[src/rtl/unique_label_collector_macros.svh]
// Assertion macros for the unique label collector.
`ifndef UNIQUE_LABEL_COLLECTOR_MACROS_SVH
`define UNIQUE_LABEL_COLLECTOR_MACROS_SVH
`ifndef SYNTH
// Same-cycle implication, clocked on clk_i, off while in reset
`define ULC_ASSERT_IMP(lbl, ante, cons) \
  lbl: assert property (@(posedge clk_i) disable iff (!rst_ni) (ante) |-> (cons)) \
    else $error("unique_label_collector: same-cycle check failed");
// Next-cycle implication, clocked on clk_i, off while in reset
`define ULC_ASSERT_NXT(lbl, ante, cons) \
  lbl: assert property (@(posedge clk_i) disable iff (!rst_ni) (ante) |=> (cons)) \
    else $error("unique_label_collector: next-cycle check failed");
`else
`define ULC_ASSERT_IMP(lbl, ante, cons)
`define ULC_ASSERT_NXT(lbl, ante, cons)
`endif
`endif

[src/rtl/ulc_pkg.sv]
// Shared types and constants of the unique label collector.
`default_nettype none

package ulc_pkg;

  // Bitmap word geometry
  localparam int unsigned WORD_BITS = 32;
  localparam int unsigned BIT_IDX_W = 5;

  // Beat operation codes (carried in tuser)
  localparam logic OP_RECORD = 1'b0;
  localparam logic OP_FETCH  = 1'b1;

  // Background handling codes
  localparam logic INCL_BG = 1'b1;
  localparam logic EXCL_BG = 1'b0;

  // Sequencer states
  typedef enum logic [3:0] {
    S_CLEAR = 4'b0001,
    S_IDLE  = 4'b0010,
    S_REC   = 4'b0100,
    S_SCAN  = 4'b1000
  } state_e;

  // Word unit function
  typedef enum logic {
    WU_SET  = 1'b0,
    WU_FIND = 1'b1
  } wu_mode_e;

  // Control into the word unit
  typedef struct packed {
    wu_mode_e               mode;
    logic                   clr_bit0;
    logic [BIT_IDX_W-1:0]   bit_idx;
  } wu_ctrl_t;

  // Status out of the word unit
  typedef struct packed {
    logic                   nonzero;
    logic [BIT_IDX_W-1:0]   bit_idx;
  } wu_stat_t;

endpackage

`default_nettype wire

[src/rtl/ulc_word_unit.sv]
// Shared word unit: sets a bit, or finds and clears the lowest set bit.
`default_nettype none

module ulc_word_unit (
  input  wire logic [ulc_pkg::WORD_BITS-1:0] rdata_i,
  input  wire ulc_pkg::wu_ctrl_t             ctrl_i,
  output logic      [ulc_pkg::WORD_BITS-1:0] word_o,
  output ulc_pkg::wu_stat_t                  stat_o
);

  logic [ulc_pkg::WORD_BITS-1:0] eff;
  logic [ulc_pkg::WORD_BITS-1:0] low;
  logic [ulc_pkg::BIT_IDX_W-1:0] idx;

  // Word as seen by a search; background bit dropped when excluded
  always_comb begin
    eff = rdata_i;
    if (ctrl_i.clr_bit0) begin
      eff[0] = 1'b0;
    end
  end

  // Isolate the lowest set bit
  assign low = eff & (~eff + ulc_pkg::WORD_BITS'(1));

  // Encode the one-hot lowest bit
  always_comb begin
    idx = '0;
    for (int j = 0; j < ulc_pkg::WORD_BITS; j++) begin
      if (low[j]) begin
        idx = idx | ulc_pkg::BIT_IDX_W'(j);
      end
    end
  end

  // New word and status
  always_comb begin
    stat_o.nonzero = |eff;
    stat_o.bit_idx = idx;
    case (ctrl_i.mode)
      ulc_pkg::WU_SET:  word_o = rdata_i | (ulc_pkg::WORD_BITS'(1) << ctrl_i.bit_idx);
      ulc_pkg::WU_FIND: word_o = eff & ~low;
      default:          word_o = rdata_i;
    endcase
  end

endmodule

`default_nettype wire

[config.mk]
export PLATFORM = sky130hd
export DESIGN_NAME = ulc_word_unit
export DESIGN_NICKNAME = d
export VERILOG_FILES = /design/src/rtl/unique_label_collector_macros.svh /design/src/rtl/ulc_pkg.sv /design/src/rtl/ulc_word_unit.sv
export SDC_FILE = /design/constraint.sdc
export NUM_CORES = 1
export LEC_CHECK = 0
export BUFFER_PORTS_ARGS = -buffer_cell sky130_fd_sc_hd__buf_2
export CORE_ASPECT_RATIO = 0.5
export CORE_MARGIN = 2
export CORE_UTILIZATION = 46
export DETAILED_ROUTE_END_ITERATION = 7
export PLACE_DENSITY = 0.93
export SYNTH_ARGS = -nofsm -noshare
export SYNTH_HDL_FRONTEND = slang
export SYNTH_SLANG_ARGS = --single-unit
export TNS_END_PERCENT = 5
[constraint.sdc]
create_clock -name vclk -period 1.99
set_input_delay 0.199 -clock vclk [all_inputs]
set_output_delay 0.199 -clock vclk [all_outputs]
set_load 0.01 [all_outputs]
# Word level (Yosys, flattened, before mapping)
# Index checks and enable logic that the tools add are counted.
[op_classes] n_addsub=1 shift=1 mux=33 n_bitwise=6 n_reduce_logical=1
[ops] op="$mux W5" count=16
[ops] op="$and A32 B32 Y32" count=2
[ops] op="$not A32 Y32" count=2
[ops] op="$pmux W32 S2" count=1
[ops] op="$add A32 B1 Y32 const B" count=1
[ops] op="$mux W4" count=8
[ops] op="$or A32 B32 Y32" count=1
[ops] op="$reduce_or A32 Y1" count=1
[ops] op="$shl A1 B5 Y32 const A" count=1
[ops] op="$mux W3" count=4
[ops] op="$mux W2" count=2
[ops] op="$mux W1" count=2
[ops] op="$not A1 Y1" count=1
[totals] regBits=0 in_bits=39 output_inout_bits=38

# Logic depth before layout (Yosys ltp)
[depth] word_depth=35 mapped_depth=7 depth_no_buf=6

# Worst setup path before layout
# Ideal clock, no wire load.
[synth_path] kind="input port to output port" from="input port rdata_i[23] (netlist bit)" to="output port stat_o[2] (netlist bit)" arrival_time_ns=1.379 setup_slack_ns=0.412 stages=7 path_cell_list="buf_4 > nor4_4 > and2b_1 > nand3_1 > a211oi_1 > a311oi_1 > nand4_1"
[synth_lines] element="start: declaration" line_no="ulc_word_unit.sv:5" rtl="input wire logic [ulc_pkg::WORD_BITS-1:0] rdata_i,"
[synth_lines] element="end: declaration" line_no="ulc_word_unit.sv:8" rtl="output ulc_pkg::wu_stat_t stat_o"

==> metrics.yaml <==
floorplanning:
  start_util_pct: 48.1
  die_w_um: 77.3
  rows: 13
  die_area_mm2: 0.00314
  die_height_um: 40.6
  core_mm2: 0.00257
  ios: 77
finish:
  syn_to_final_growth_pct: 50.5
  layout.nets: 338
  diodes: 0
  seq_area_um2: 0
  design.seq.count: 0
  multi_input_area_mm2: 0.00122
  drive_above_1_share_pct: 40.1
  post-route-util_pct: 72.3
  fillCellCount: 240
  clkbuf_count: 0
  instances_no_fill: 334
grt:
  grt_pass1_wl_um: 8320
  grt_pass1_vias: 1735
  grt-ovfl-total: 0
  grt_max_degree: 22
  grt_usage_pct: 34.1
  antenna_found_initial: 0
setup_path:
  crit_arrival_ns: 1.73
  end_kind: "output pin"
  cp_top_family: "simple AND/OR/NAND/NOR gates"
  start_kind: "primary input"
  cp_max_fo: 3
  startpoint: "rdata_i[18]"
  critical_path_class: "primary input to output pin"
  cp.required_ns: 1.79
  max_stage_delay_ns: 0.28
  crit_cells: 9
  crit_buf_inv: 3
  crit_end: "stat_o[2]"
  worstPathCellList: "buf_2 > buf_6 > nor4_4 > nand3_2 > nor4_4 > nor3b_4 > a311oi_2 > nand4_1 > buf_2"
  slowest_stage: "nor4_4"
timing:
  drv_slew: 0
  hold_violations: 0
  worst_pin_slew_ns: 0.610
  slew_headroom_pct: 59.0
  fmax_ghz: 0.519
  setup_viol: 0
  timing.hold.ws_ns: 0.724
  rsz0062_at_grt: "yes"
  fin_crit_sh_pct: 96.8
  fin_crit_ns: 1.93
  fin_ws_ns: 0.0646
route:
  vias: 2117
  wirelength_um: 5570
  drtIter0Drc: 176
  ant_nets: 0
  drc: 0
  routedWlPerCell_um: 16.7
  wl_met2_um: 2420
  dr.pass1.iters: 5
  met1Wirelength_um: 2530
  wl_met3_um: 579
  top_layer: "met4"
  routed_via_density: 6.34
yosys:
  synth.distinct_cells: 42
  yosys_warnings: 0
  syn_inst: 205
  avgSynthCellArea_um2: 6.02
  synth_area_mm2: 0.00123
  synth_fp_nets: 244
  seq_area_frac_synth_pct: 0
placement:
  dp_hpwl_um: 4500
  finalWeightedCongestion: 1.07
  dp.cells: 330
  place_ws_ns: 0.0415
  io_buffers: 77
power_and_ir_drop:
  cellLeakagePower_nw: 0.844
  powerDensity_mw_per_mm2: 176
  peakVddDrop_mv: 0.115
run_status:
  status: "complete, no violations"
min_path:
  hold_class: "primary input to output pin"
clock_network:
  cts_hold_buffers: 0
job:
  cap_violations: 0
report_power, final:
| part | internal (mW) | switching (mW) |
|---|---|---|
| logic | 0.128 | 0.199 |
| clock network | 0 | 0 |
| registers | 0 | 0 |
| total | 0.128 | 0.199 |
layout by cell type (no fill, tap or decap), drive strengths merged, types with 3 or more instances in the layout:
cell type  Yosys  layout
o31ai          3       3
inv            8       8
nand3         10      10
and3           5       5
o21ai         19      19
nand2b        10      10
a21oi         29      29
nor2b          4       4
nor3          12      12
nand4          5       5
nand2         20      20
a31oi         10      10
a211oi         4       4
nor4          12      12
o2bb2ai        3       3
buf            3      98
nor2          24      24
per-layer routing:
metal	up-vias	global-route usage [%]
met5	-	0
met4	0	7.59
met2	132	56.7
met1	987	47.9
li1	992	-
met3	6	5.07
area by class of cell:
| type | instances | share of cell area, % |
|---|---|---|
| inverters | 8 | 1.62 |
| multi-input cells | 191 | 65.6 |
| repair buffers | 98 | 30.3 |
| well taps | 37 | 2.49 |
per-stage QoR:
step	setup TNS (ns)	total power, mW	instance area, µm²
detailed placement	0	0.306	1770
floorplan	0	0.144	1230
global placement	0	0.301	1770
global route	-0.103	0.352	1860
CTS	0	0.307	1770
finish	0	0.327	1860
worst min path at each step:
stage / from / endpoint / depth (start not counted)
global route: rdata_i[31] / stat_o[5] / 3
floorplan: rdata_i[31] / stat_o[5] / 1
finish: rdata_i[31] / stat_o[5] / 3
detailed placement: rdata_i[31] / stat_o[5] / 3
CTS: rdata_i[31] / stat_o[5] / 3
global placement: rdata_i[31] / stat_o[5] / 3
cells in the mapped netlist, drive strengths merged, types with 3 or more instances:
cell      n  area (µm²)
a21oi    29         145
nor2     24        90.1
nand2    20        80.1
o21ai    19        95.1
nor3     12         105
nor4     12         139
a31oi    10        62.6
nand2b   10        62.6
nand3    10        55.1
inv       8        30.0
and3      5        31.3
nand4     5        37.5
a211oi    4        30.0
nor2b     4        25.0
buf       3        16.3
clkbuf    3        11.3
o2bb2ai   3        26.3
o31ai     3        22.5
cells by family (layout without fill, tap and decap cells):
| logic type | Yosys count | in the layout | synth area share [%] |
|---|---|---|---|
| AO/OA/AOI/OAI | 82 | 82 | 40.0 |
| buffers and inverters | 14 | 106 | 4.66 |
| AND/OR/NAND/NOR | 109 | 109 | 55.3 |
worst min-delay path: stages:
cell and delay [ns]:
buf_2 0.11, nand3b_1 0.10, buf_2 0.12
what timing repair did:
action / CTS / global route
buffers inserted: 0 / 4
endpoints found under the setup margin: 0 / 7
gates resized for setup: 0 / 12
Power figures use the tool's default switching activity.
